File: src/design/pps_pkg.sv
package pps_pkg;

	// Pattern storage and field widths.
	localparam int PATTERN_DEPTH = 8;
	localparam int DURATION_BITS = 16;
	localparam int SLOT_W        = 16;
	localparam int SLOT_COUNT    = 8;
	localparam int STEP_W        = (PATTERN_DEPTH > 1) ? $clog2(PATTERN_DEPTH) : 1;
	localparam int LEN_W         = 4;
	localparam int ELAPSED_W     = 16;
	localparam int JUMP_W        = 16;
	localparam int ACCUM_W       = 17;
	localparam int RUN_W         = 32;

	localparam logic [ACCUM_W-1:0] ACCUM_MAX = '1;
	localparam logic [RUN_W-1:0]   RUN_LOOP  = '1;
	localparam logic [LEN_W-1:0]   USED_MAX  = LEN_W'(PATTERN_DEPTH);

	// Configuration port.
	localparam int DATA_W  = 64;
	localparam int REG_LSB = 3;
	localparam int ADDR_W  = 6;

	localparam logic [JUMP_W-1:0] JUMP_RESET = JUMP_W'(500);

	typedef enum logic [ADDR_W-REG_LSB-1:0] {
		REG_DUR_LOW    = 3'd0,
		REG_DUR_HIGH   = 3'd1,
		REG_PAT_LEN    = 3'd2,
		REG_START_LVL  = 3'd3,
		REG_END_LVL    = 3'd4,
		REG_JUMP_LIMIT = 3'd5
	} reg_idx_t;

	typedef enum logic [1:0] {
		KIND_TICK       = 2'd0,
		KIND_START_ONCE = 2'd1,
		KIND_START_LOOP = 2'd2,
		KIND_STOP       = 2'd3
	} kind_t;

	typedef struct packed {
		kind_t                 kind;
		logic [ELAPSED_W-1:0] elapsed_ms;
	} in_item_t;

	typedef struct packed {
		logic pin_level;
		logic pin_written;
		logic running;
		logic stop_status;
	} out_item_t;

	typedef struct packed {
		logic [DATA_W-1:0] durations_low;
		logic [DATA_W-1:0] durations_high;
		logic [LEN_W-1:0]  pattern_length;
		logic              start_level;
		logic              end_level;
		logic [JUMP_W-1:0] jump_limit_ms;
	} cfg_t;

endpackage

File: src/design/pps_regs.sv
module pps_regs (
	input  logic                        clk,
	input  logic                        arst_n,
	input  logic                        psel,
	input  logic                        penable,
	input  logic                        pwrite,
	input  logic [pps_pkg::ADDR_W-1:0] paddr,
	input  logic [pps_pkg::DATA_W-1:0] pwdata,
	output logic [pps_pkg::DATA_W-1:0] prdata,
	output logic                        pready,
	output pps_pkg::cfg_t               cfg
);
	import pps_pkg::*;

	cfg_t     cfg_q;
	reg_idx_t sel_idx;
	logic     wr_en;

	assign sel_idx = reg_idx_t'(paddr[ADDR_W-1:REG_LSB]);
	assign wr_en   = psel && penable && pwrite;
	assign pready  = 1'b1;
	assign cfg     = cfg_q;

	always_ff @(posedge clk or negedge arst_n) begin
		if (!arst_n) begin
			cfg_q.durations_low  <= '0;
			cfg_q.durations_high <= '0;
			cfg_q.pattern_length <= LEN_W'(1);
			cfg_q.start_level    <= 1'b1;
			cfg_q.end_level      <= 1'b0;
			cfg_q.jump_limit_ms  <= JUMP_RESET;
		end else if (wr_en) begin
			unique case (sel_idx)
				REG_DUR_LOW:    cfg_q.durations_low  <= pwdata;
				REG_DUR_HIGH:   cfg_q.durations_high <= pwdata;
				REG_PAT_LEN:    cfg_q.pattern_length <= pwdata[LEN_W-1:0];
				REG_START_LVL:  cfg_q.start_level    <= pwdata[0];
				REG_END_LVL:    cfg_q.end_level      <= pwdata[0];
				REG_JUMP_LIMIT: cfg_q.jump_limit_ms  <= pwdata[JUMP_W-1:0];
				default: ;
			endcase
		end
	end

	always_comb begin
		unique case (sel_idx)
			REG_DUR_LOW:    prdata = cfg_q.durations_low;
			REG_DUR_HIGH:   prdata = cfg_q.durations_high;
			REG_PAT_LEN:    prdata = {{(DATA_W-LEN_W){1'b0}}, cfg_q.pattern_length};
			REG_START_LVL:  prdata = {{(DATA_W-1){1'b0}}, cfg_q.start_level};
			REG_END_LVL:    prdata = {{(DATA_W-1){1'b0}}, cfg_q.end_level};
			REG_JUMP_LIMIT: prdata = {{(DATA_W-JUMP_W){1'b0}}, cfg_q.jump_limit_ms};
			default:        prdata = '0;
		endcase
	end

endmodule

File: src/design/pps_engine.sv
module pps_engine (
	input  logic               clk,
	input  logic               arst_n,
	input  pps_pkg::cfg_t      cfg,
	input  logic               in_valid,
	output logic               in_ready,
	input  pps_pkg::in_item_t  in_data,
	input  logic               full,
	output logic               push,
	output pps_pkg::out_item_t push_data
);
	import pps_pkg::*;

	// Input register.
	logic     valid_s1;
	in_item_t item_s1;
	logic     adv;

	// Pattern state.
	logic [RUN_W-1:0]   run_count_q, run_d;
	logic [STEP_W-1:0]  step_q, step_d;
	logic               await_q, await_d;
	logic [ACCUM_W-1:0] accum_q, accum_d;
	logic               pin_q, pin_d;

	logic                     written, status;
	logic [SLOT_COUNT-1:0][SLOT_W-1:0] slots;
	logic [DURATION_BITS-1:0] dur;
	logic [ACCUM_W:0]         sum;
	logic [ACCUM_W-1:0]       acc_sat;
	logic [ACCUM_W-1:0]       acc_left;
	logic [STEP_W:0]          next_step;
	logic [LEN_W-1:0]         used_len;
	logic [RUN_W-1:0]         run_dec;
	logic                     tick_ok;

	assign adv      = valid_s1 && !full;
	assign in_ready = !valid_s1 || !full;
	assign push     = adv;

	always_ff @(posedge clk or negedge arst_n) begin
		if (!arst_n) begin
			valid_s1 <= 1'b0;
		end else if (in_valid && in_ready) begin
			valid_s1 <= 1'b1;
		end else if (adv) begin
			valid_s1 <= 1'b0;
		end
	end

	always_ff @(posedge clk) begin
		if (in_valid && in_ready) begin
			item_s1 <= in_data;
		end
	end

	// Datapath terms shared by the tick arm.
	assign slots     = {cfg.durations_high, cfg.durations_low};
	assign dur       = slots[step_q][DURATION_BITS-1:0];
	assign sum       = {1'b0, accum_q} + (ACCUM_W+1)'(item_s1.elapsed_ms);
	assign acc_sat   = sum[ACCUM_W] ? ACCUM_MAX : sum[ACCUM_W-1:0];
	assign acc_left  = acc_sat - ACCUM_W'(dur);
	assign next_step = {1'b0, step_q} + (STEP_W+1)'(1);
	assign run_dec   = (run_count_q != RUN_LOOP) ? run_count_q - RUN_W'(1) : run_count_q;
	assign tick_ok   = (item_s1.elapsed_ms <= cfg.jump_limit_ms) && (run_count_q != '0);

	always_comb begin
		if (cfg.pattern_length == '0) begin
			used_len = LEN_W'(1);
		end else if (cfg.pattern_length > USED_MAX) begin
			used_len = USED_MAX;
		end else begin
			used_len = cfg.pattern_length;
		end
	end

	always_comb begin
		run_d   = run_count_q;
		step_d  = step_q;
		await_d = await_q;
		accum_d = accum_q;
		pin_d   = pin_q;
		written = 1'b0;
		status  = 1'b0;
		unique case (item_s1.kind) inside
			KIND_TICK: begin
				if (tick_ok) begin
					if (await_q) begin
						await_d = 1'b0;
						step_d  = '0;
						accum_d = '0;
						pin_d   = cfg.start_level;
						written = 1'b1;
					end else begin
						accum_d = acc_sat;
						if (acc_sat >= ACCUM_W'(dur)) begin
							accum_d = acc_left;
							written = 1'b1;
							if (LEN_W'(next_step) < used_len) begin
								step_d = next_step[STEP_W-1:0];
								pin_d  = !pin_q;
							end else if (run_dec != '0) begin
								run_d  = run_dec;
								step_d = '0;
								pin_d  = cfg.start_level;
							end else begin
								run_d   = '0;
								step_d  = '0;
								await_d = 1'b1;
								accum_d = '0;
								pin_d   = cfg.end_level;
							end
						end
					end
				end
			end
			KIND_START_ONCE, KIND_START_LOOP: begin
				if (run_count_q != '0) begin
					if (run_count_q < RUN_LOOP - RUN_W'(1)) begin
						run_d = run_count_q + RUN_W'(1);
					end
				end else begin
					run_d   = RUN_W'(1);
					step_d  = '0;
					await_d = 1'b1;
					accum_d = '0;
				end
				if (item_s1.kind == KIND_START_LOOP) begin
					run_d = RUN_LOOP;
				end
			end
			KIND_STOP: begin
				if (run_count_q != '0) begin
					run_d   = '0;
					step_d  = '0;
					await_d = 1'b1;
					accum_d = '0;
					pin_d   = cfg.end_level;
					written = 1'b1;
				end else begin
					status = 1'b1;
				end
			end
			default: ;
		endcase
	end

	always_ff @(posedge clk or negedge arst_n) begin
		if (!arst_n) begin
			run_count_q <= '0;
			step_q      <= '0;
			await_q     <= 1'b1;
			accum_q     <= '0;
			pin_q       <= 1'b0;
		end else if (adv) begin
			run_count_q <= run_d;
			step_q      <= step_d;
			await_q     <= await_d;
			accum_q     <= accum_d;
			pin_q       <= pin_d;
		end
	end

	assign push_data = '{
		pin_level:   pin_d,
		pin_written: written,
		running:     (run_d != '0),
		stop_status: status
	};

	// A pattern that has seen its first tick always has runs left.
	a_armed_has_runs: assert property (@(posedge clk) disable iff (!arst_n)
		!await_q |-> run_count_q != '0)
		else $error("pattern past first tick with zero run count");

	// While stopped, the step and time state are cleared.
	a_idle_clean: assert property (@(posedge clk) disable iff (!arst_n)
		run_count_q == '0 |-> (step_q == '0 && accum_q == '0 && await_q))
		else $error("stopped pattern holds stale step or time state");

	// A stop item always leaves the pattern stopped.
	a_stop_idles: assert property (@(posedge clk) disable iff (!arst_n)
		(adv && item_s1.kind == KIND_STOP) |=> run_count_q == '0)
		else $error("pattern still running after a stop item");

	// The result queue is never written while full.
	a_no_overrun: assert property (@(posedge clk) disable iff (!arst_n)
		push |-> !full)
		else $error("result pushed into a full queue");

endmodule

File: src/design/pps_out_queue.sv
module pps_out_queue (
	input  logic               clk,
	input  logic               arst_n,
	input  logic               push,
	input  pps_pkg::out_item_t push_data,
	output logic               full,
	output logic               out_valid,
	input  logic               out_ready,
	output pps_pkg::out_item_t out_data
);
	import pps_pkg::*;

	out_item_t  mem_q [2];
	logic       wr_ptr_q;
	logic       rd_ptr_q;
	logic [1:0] count_q;
	logic       pop;

	assign full      = (count_q == 2'd2);
	assign out_valid = (count_q != 2'd0);
	assign pop       = out_valid && out_ready;
	assign out_data  = mem_q[rd_ptr_q];

	always_ff @(posedge clk or negedge arst_n) begin
		if (!arst_n) begin
			wr_ptr_q <= 1'b0;
			rd_ptr_q <= 1'b0;
			count_q  <= 2'd0;
		end else begin
			if (push) begin
				wr_ptr_q <= !wr_ptr_q;
			end
			if (pop) begin
				rd_ptr_q <= !rd_ptr_q;
			end
			if (push && !pop) begin
				count_q <= count_q + 2'd1;
			end else if (pop && !push) begin
				count_q <= count_q - 2'd1;
			end
		end
	end

	always_ff @(posedge clk) begin
		if (push) begin
			mem_q[wr_ptr_q] <= push_data;
		end
	end

endmodule

File: src/design/pin_pattern_sequencer_core.sv
// Pin pattern sequencer. Each input item is a tick carrying elapsed milliseconds, a
// start-once, a start-loop or a stop, and each item produces exactly one result item
// reporting the pin level, whether the pin was written, whether the pattern is still
// running, and, for stop items, whether the pattern was already stopped. The block
// accepts one item per clock cycle in steady state while the result queue has room: an
// item is captured in an input register, its whole state update (one saturating add, one
// duration compare and the run counter step) is done from that register against the
// pattern state registers once the queue can take the result, and the result goes into
// a two-entry result queue, from which it is offered to the consumer. Input ready
// depends only on registered state,
// so a stalled consumer never forms a combinational path back to the producer; with
// the queue full and an item waiting in the input register, input ready drops until
// the consumer takes a result. Configuration is written through the APB-style port at
// byte address 8 times the register index and should only change while no item is in
// flight. After reset the registers hold their documented defaults (one step, start
// level high, end level low, jump limit 500 ms) and the pin reads low until driven.
module pin_pattern_sequencer_core (
	input  logic                        clk,
	input  logic                        arst_n,
	input  logic                        in_valid,
	output logic                        in_ready,
	input  pps_pkg::in_item_t           in_data,
	output logic                        out_valid,
	input  logic                        out_ready,
	output pps_pkg::out_item_t          out_data,
	input  logic                        psel,
	input  logic                        penable,
	input  logic                        pwrite,
	input  logic [pps_pkg::ADDR_W-1:0] paddr,
	input  logic [pps_pkg::DATA_W-1:0] pwdata,
	output logic [pps_pkg::DATA_W-1:0] prdata,
	output logic                        pready
);
	import pps_pkg::*;

	cfg_t      cfg;
	logic      full;
	logic      push;
	out_item_t push_data;

	// Register file for pattern durations, length, levels and the jump limit.
	pps_regs u_regs (
		.clk     (clk),
		.arst_n  (arst_n),
		.psel    (psel),
		.penable (penable),
		.pwrite  (pwrite),
		.paddr   (paddr),
		.pwdata  (pwdata),
		.prdata  (prdata),
		.pready  (pready),
		.cfg     (cfg)
	);

	// Input register plus the pattern state update and its state registers.
	pps_engine u_engine (
		.clk       (clk),
		.arst_n    (arst_n),
		.cfg       (cfg),
		.in_valid  (in_valid),
		.in_ready  (in_ready),
		.in_data   (in_data),
		.full      (full),
		.push      (push),
		.push_data (push_data)
	);

	// Result queue decoupling the consumer's ready from the input side.
	pps_out_queue u_out_queue (
		.clk       (clk),
		.arst_n    (arst_n),
		.push      (push),
		.push_data (push_data),
		.full      (full),
		.out_valid (out_valid),
		.out_ready (out_ready),
		.out_data  (out_data)
	);

endmodule

File: config.mk
export PLATFORM = sky130hd
export DESIGN_NAME = pin_pattern_sequencer_core
export DESIGN_NICKNAME = d
export VERILOG_FILES = /design/src/design/pps_pkg.sv /design/src/design/pps_regs.sv /design/src/design/pps_engine.sv /design/src/design/pps_out_queue.sv /design/src/design/pin_pattern_sequencer_core.sv
export SDC_FILE = /design/constraint.sdc
export NUM_CORES = 1
export LEC_CHECK = 0
export BUFFER_PORTS_ARGS = -buffer_cell sky130_fd_sc_hd__buf_2
export CAP_MARGIN = 30
export CELL_PAD_IN_SITES_DETAIL_PLACEMENT = 1
export CELL_PAD_IN_SITES_GLOBAL_PLACEMENT = 2
export CORE_MARGIN = 2
export CORE_UTILIZATION = 39
export DETAILED_ROUTE_END_ITERATION = 6
export GPL_ROUTABILITY_DRIVEN = 0
export GPL_TIMING_DRIVEN = 0
export PLACE_DENSITY = 0.92
export RECOVER_POWER = 50
export SYNTH_ARGS = -nofsm -noshare
export SYNTH_HDL_FRONTEND = slang
export SYNTH_SLANG_ARGS = --single-unit
File: constraint.sdc
create_clock -name clk -period 8 [get_ports clk]
set_input_delay 0.8 -clock clk [delete_from_list [all_inputs] [get_ports clk]]
set_output_delay 0.8 -clock clk [all_outputs]
set_load 0.01 [all_outputs]
==> metrics.yaml, run 1 <==
status: "finished, violations left"
num_antenna_cells: 0
syn_area_sq_mm: 0.0154
whs_path_depth: 1
drtIter0Drc: 981
htree_levels: 1
n_fill_cell: 4360
finalHoldViolations: 0
finalNetCount: 1850
synth_seq_cells: 235
drt-total-wl_um: 58100
p_comb_share_pct: 54.3
hold_ws_ns: 0.392
p_int_mw: 3.85
relSlewSlack_pct: -251
avgSynthCellArea_sq_um: 10.3
arrival_ns: 7.85
p_clk_share_pct: 19.5
pwr_density_cell_mw_per_mm2: 385
p_sw_mw: 3.03
fin_area_sq_mm: 0.0179
synth.area.top_cells: "dfrtp_1 (33%), mux2_2 (12%), edfxtp_1 (5.1%)"
skew_ns: 0.0205
floorplan.core_area_sq_mm: 0.0388
critPathMostFrequentCell: "nand4_1"
synth_top_area_share_pct: 32.5
dpl.cell_count: 2181
seqPwrFrac_pct: 26.2
violations: "capacitance limit, slew limit"
clk_pin_slew_worst_paths_ns: 0.06
rsz0062_at_grt: "false"
r2r-end: "u_out_queue.mem_q[1][1]"
first_pass_iters: 5
syn_inst: 1499
yosysSeqAreaShare_pct: 39.2
hp-class: "input pin to register"
required_ns: 8.29
swShare_pct: 44.0
cpPeakStageDelay_ns: 0.50
initial_core_util_pct: 39.6
peakVddDrop_mv: 0.157
yosys.area.top_type: "dfrtp_1"
synth_edf_count: 26
cts_num_sinks: 235
synth_ff_type: "dfrtp_1"
path_delay_family: "simple AND/OR/NAND/NOR gates"
dp_hpwl_um: 42800
path_buf_inv: 4
leakagePower_nw: 7.63
antenna_found_initial: 2
die_w_um: 203
grt_max_degree: 119
worstHoldStart: "in_data[4]"
drive_above_1_share_pct: 26.9
grt_pass1_wl_um: 88600
slew_violations: 93
cts_tree: "done"
start_kind: "register"
worst_path_max_delay_cell: "edfxtp_1"
whs_endpoint: "u_engine.item_s1[4]"
holdBufCountCts: 0
area_growth_pct: 16.2
via_count: 13700
finalSetupTns_ns: 0
placed_area_sq_mm: 0.0169
critPathMaxFanout: 10
cts_made_buffers: 27
portBuffers: 161
fp.dieArea_sq_mm: 0.0410
die_h_um: 203
wl_per_cell_um: 26.0
clockBufferDepth: 3
grt-ovfl-total: 0
reg2regPathDepth: 26
layout_commonest_cell: "dfrtp_1"
rows: 72
ant_nets: 0
async_flop_share_pct: 88.9
r2r-start: "u_engine.item_s1[4]"
setup_viol: 0
insertion_delay_ns: 0.59
fin_crit_ns: 7.56
post_synth_num_cell_types: 83
grt_pass1_vias: 14500
layout_common_cells: "dfrtp_1 (200), buf_2 (166), mux2_2 (161)"
ios: 166
maxCapViolCount: 1
cts-root-buf: "clkbuf_16"
yosysWarningCount: 0
r2r_slack_ns: 0.44
timing.fmax_mhz: 132
worstSetupPathType: "register to register"
worst_pin_slew_ns: 5.27
route.detailed.drc: 0
stdcell_count: 2234
cp-end-kind: "register"
finalCritPeriodShare_pct: 94.5
grt_usage_pct: 28.1
syn_nets: 1654
viasPerCell: 6.15
-- final cells by class --
class / instances / area [sq um] / area share [%]
multi-input combinational: 1104 / 8740 / 48.9
tap: 518 / 648 / 3.63
buffer: 106 / 442 / 2.47
timing repair buffer: 167 / 877 / 4.91
clock inverter: 12 / 168 / 0.938
sequential: 235 / 6020 / 33.7
inverter: 54 / 203 / 1.13
clock buffer: 38 / 778 / 4.35
-- flip-flops by register name (all words and copies together), names as in the netlist, 2 cells and up --
name,cells
u_out_queue.mem_q,8
u_engine.run_count_q,32
u_engine.accum_q,17
u_engine.step_q,3
u_regs.cfg,150
u_out_queue.count_q,2
u_engine.item_s1,18
-- per-layer routing --
layer	routed length [um]	GRT usage (%)	vias to the layer above
li1	-	-	5939
met1	24100	36.9	6966
met2	26400	44.0	659
met3	5050	7.03	168
met4	2510	12.4	4
met5	30	0	-
-- per-stage QoR --
| step | power, mW | utilization [%] | worst slack, ns |
|---|---|---|---|
| 6_report | 6.88 | 46.0 | 0.442 |
| 5_1_grt | 7.30 | 46.0 | 0.112 |
| 4_1_cts | 6.75 | 46.0 | 0.0220 |
| 3_5_place_dp | 5.36 | 43.5 | -0.329 |
| 3_3_place_gp | 5.20 | 43.4 | -0.245 |
| 2_1_floorplan | 4.28 | - | 1.81 |
-- power groups by stage --
stage | clock, mW | sequential [mW] | combinational, mW
CTS | 1.36 | 1.79 | 3.61
floorplan | 0 | 1.69 | 2.59
global route | 1.40 | 1.83 | 4.07
detailed placement | 0 | 1.81 | 3.55
global placement | 0 | 1.78 | 3.42
finish | 1.34 | 1.80 | 3.73
-- repair_timing --
| item | in CTS | in global routing |
|---|---|---|
| setup buffers | 0 | 2 |
| pin swaps | 0 | 1 |
| resized for setup | 4 | 5 |
| endpoints found under the setup margin | 2 | 2 |
-- logic make-up (layout without fill, tap and decap cells) --
logic type	Yosys count	after routing	share of synthesized area (%)
mux	225	225	18.6
xor+xnor	77	77	4.38
simple gates	410	410	13.9
fa+ha+maj	60	60	4.98
compound gates	331	331	14.9
flops	235	235	39.2
other cells	1	1	0.0244
buf+inv	160	377	4.16
-- synthesized netlist by cell type, types with 13 or more instances --
master and count:
nand4_1 28, o21ai_0 71, and3_1 15, nand3_1 44
dfrtp_1 200, clkbuf_1 80, edfxtp_1 26, ha_1 58
mux2i_1 32, a21oi_1 73, a31oi_1 14, xnor2_1 63
xor2_1 14, mux2_2 161, nand2_1 101, buf_2 13
mux4_2 32, inv_1 53, nand2b_1 16, a22o_1 69
nor2_1 90, nor3_1 25
-- how the worst max path moves through the flow --
stage	depth (start not counted)	from	end
6_report	26	u_engine.item_s1[4]	u_out_queue.mem_q[1][1]
2_1_floorplan	24	u_engine.item_s1[3]	u_out_queue.mem_q[0][1]
4_1_cts	20	u_engine.step_q[1]	u_out_queue.mem_q[0][1]
5_1_grt	26	u_engine.item_s1[4]	u_out_queue.mem_q[0][1]
3_3_place_gp	25	u_engine.item_s1[4]	u_out_queue.mem_q[0][1]
3_5_place_dp	25	u_engine.item_s1[4]	u_out_queue.mem_q[1][1]
Note: power is estimated with default switching activity, not from simulation.
==> inputs of run 2 (changes only) <==
- CTS_CLUSTER_DIAMETER: not set -> 100
- PLACE_DENSITY: 0.92 -> not set
- PLACE_DENSITY_LB_ADDON: not set -> 0.1
- REMOVE_ABC_BUFFERS: not set -> 1
==> run 2 against run 1 <==
Net effect: the flow still finishes with violations (capacitance limit, slew limit); critical path depth is 3 lower; setup slack better by 0.056 ns; critical path type unchanged; global-route usage is 3.1 points lower; non-clock buffer count is 90 lower; register-to-register slack better by 0.06 ns; highest routed layer unchanged; clock power is 20% higher; count of clock-buffer cells in the layout is 4 lower; power hardly changed; clock skew is 0.023 ns higher; largest power group unchanged; hold slack worse by 0.026 ns; utilization is 0.16 points higher.
==> metrics.yaml, run 2 (synthesis gave the netlist of run 1 again) <==
status: "finished, violations left"
violations: "capacitance limit, slew limit"
route.detailed.drc: 0
grt_pass1_vias: 13000
grt_pass1_wl_um: 79900
ant_nets: 0
initial_core_util_pct: 39.6
n_fill_cell: 4311
rows: 72
whs_endpoint: "u_engine.item_s1[6]"
setup_viol: 0
hp-class: "input pin to register"
arrival_ns: 7.78
pwr_density_cell_mw_per_mm2: 384
skew_ns: 0.0431
cts-root-buf: "clkbuf_16"
first_pass_iters: 5
ios: 166
drive_above_1_share_pct: 28.9
fp.dieArea_sq_mm: 0.0410
worstHoldStart: "in_data[6]"
r2r-end: "u_out_queue.mem_q[0][1]"
cts_made_buffers: 30
start_kind: "register"
drt-total-wl_um: 51300
holdBufCountCts: 0
fin_crit_ns: 7.50
whs_path_depth: 1
antenna_found_initial: 7
insertion_delay_ns: 0.61
wl_per_cell_um: 23.8
largest_register_ffs: 150
slew_violations: 179
grt-ovfl-total: 0
grt_usage_pct: 25.1
finalCoreUtilization_pct: 46.2
r2r_slack_ns: 0.50
required_ns: 8.28
portBuffers: 161
cts_num_sinks: 235
clockBufferDepth: 3
r2r-start: "u_engine.item_s1[1]"
critPathMaxFanout: 20
layout_common_cells: "dfrtp_1 (198), mux2_2 (161), buf_2 (157)"
dp_hpwl_um: 37100
worst_pin_slew_ns: 3.88
finalHoldViolations: 0
viasPerCell: 5.77
dpl.cell_count: 2091
rsz0062_at_grt: "false"
stdcell_count: 2152
via_count: 12400
worstSetupPathType: "register to register"
layout_commonest_cell: "dfrtp_1"
relSlewSlack_pct: -158
cts_tree: "done"
finalCritPeriodShare_pct: 93.8
maxCapViolCount: 4
drtIter0Drc: 560
timing.fmax_mhz: 133
area_growth_pct: 16.6
peakVddDrop_mv: 0.218
floorplan.core_area_sq_mm: 0.0388
die_h_um: 203
clk_pin_slew_worst_paths_ns: 0.06
finalNetCount: 1763
die_w_um: 203
grt_max_degree: 102
cp-end-kind: "register"
htree_levels: 1
reg2regPathDepth: 23
leakagePower_nw: 7.68
## run 2: cell types whose count changed in the layout (fill, tap and decap cells not counted), moves of 3 or more
cell	delta
buf_16	+4
buf_6	+4
clkinv_2	+5
clkbuf_2	-4
bufinv_16	+7
clkbuf_1	-86
buf_2	-9
buf_1	-7
clkinv_1	+3
## run 2: worst max-delay path, cell delays in order (launching register included)
cell and delay (ns):
edfxtp_1 0.51, ha_1 0.33, a21oi_1 0.27, or2_1 0.21, a31oi_1 0.16, o31ai_2 0.35
a31oi_2 0.24, nand4_1 0.21, a21boi_4 0.12, buf_4 0.20, or3b_2 0.49, ha_1 0.42
and3_1 0.18, a221o_1 0.27, nor3b_1 0.49, nor3_4 0.07, buf_12 0.16, a21oi_4 0.55
buf_16 0.24, nand3_1 0.11, xnor2_1 0.18, a211o_1 0.30, or4_1 0.50, or4_1 0.62
## run 2: what timing repair did
item | CTS | global route
buffers inserted | 0 | 2
endpoints found under the setup margin | 0 | 2
gates resized for setup | 0 | 2
## run 2: report_power, final
part           switching (mW)  internal [mW]
combinational            1.82           1.50
sequential              0.426           1.53
clock                   0.575           1.03
## run 2: worst max path at each step
stage / from / end / cells after the start
after floorplan: u_engine.item_s1[3] / u_out_queue.mem_q[0][1] / 22
after global placement: paddr[3] / u_regs.cfg[77] / 4
after detailed placement: u_engine.item_s1[1] / u_out_queue.mem_q[1][1] / 23
after CTS: u_engine.item_s1[1] / u_out_queue.mem_q[0][1] / 23
after global routing: u_engine.item_s1[1] / u_out_queue.mem_q[0][1] / 24
final: u_engine.item_s1[1] / u_out_queue.mem_q[0][1] / 23
## run 2: through the flow
| step | cell area [sq um] | setup slack [ns] | setup TNS [ns] | hold slack, ns | power [mW] |
|---|---|---|---|---|---|
| after floorplan | 14900 | 1.18 | 0 | 0.477 | 4.19 |
| after global placement | 16400 | -3.88 | -500.81 | 0.499 | 5.10 |
| after detailed placement | 16800 | 0.144 | 0 | 0.505 | 5.23 |
| after CTS | 18000 | 0.115 | 0 | 0.118 | 6.88 |
| after global routing | 17900 | 0.0246 | 0 | 0.341 | 7.40 |
| final | 17900 | 0.498 | 0 | 0.367 | 6.88 |
## run 2: routing by layer
layer / track usage, % / wire [um]
met2: 41.1 / 24200
met4: 4.25 / 726
met5: 0 / 69
met3: 5.83 / 3140
met1: 34.3 / 23100
## run 2: final cells by class
class / instances / area [sq um] / share of cell area [%]
Antenna cell: 2 / 5.00 / 0.0279
Clock buffer: 34 / 796 / 4.44
Clock inverter: 22 / 384 / 2.14
Inverter: 54 / 203 / 1.13
Multi-Input combinational cell: 1104 / 8740 / 48.7
Sequential cell: 235 / 6020 / 33.6
Tap cell: 518 / 648 / 3.61
Timing Repair Buffer: 183 / 1130 / 6.32
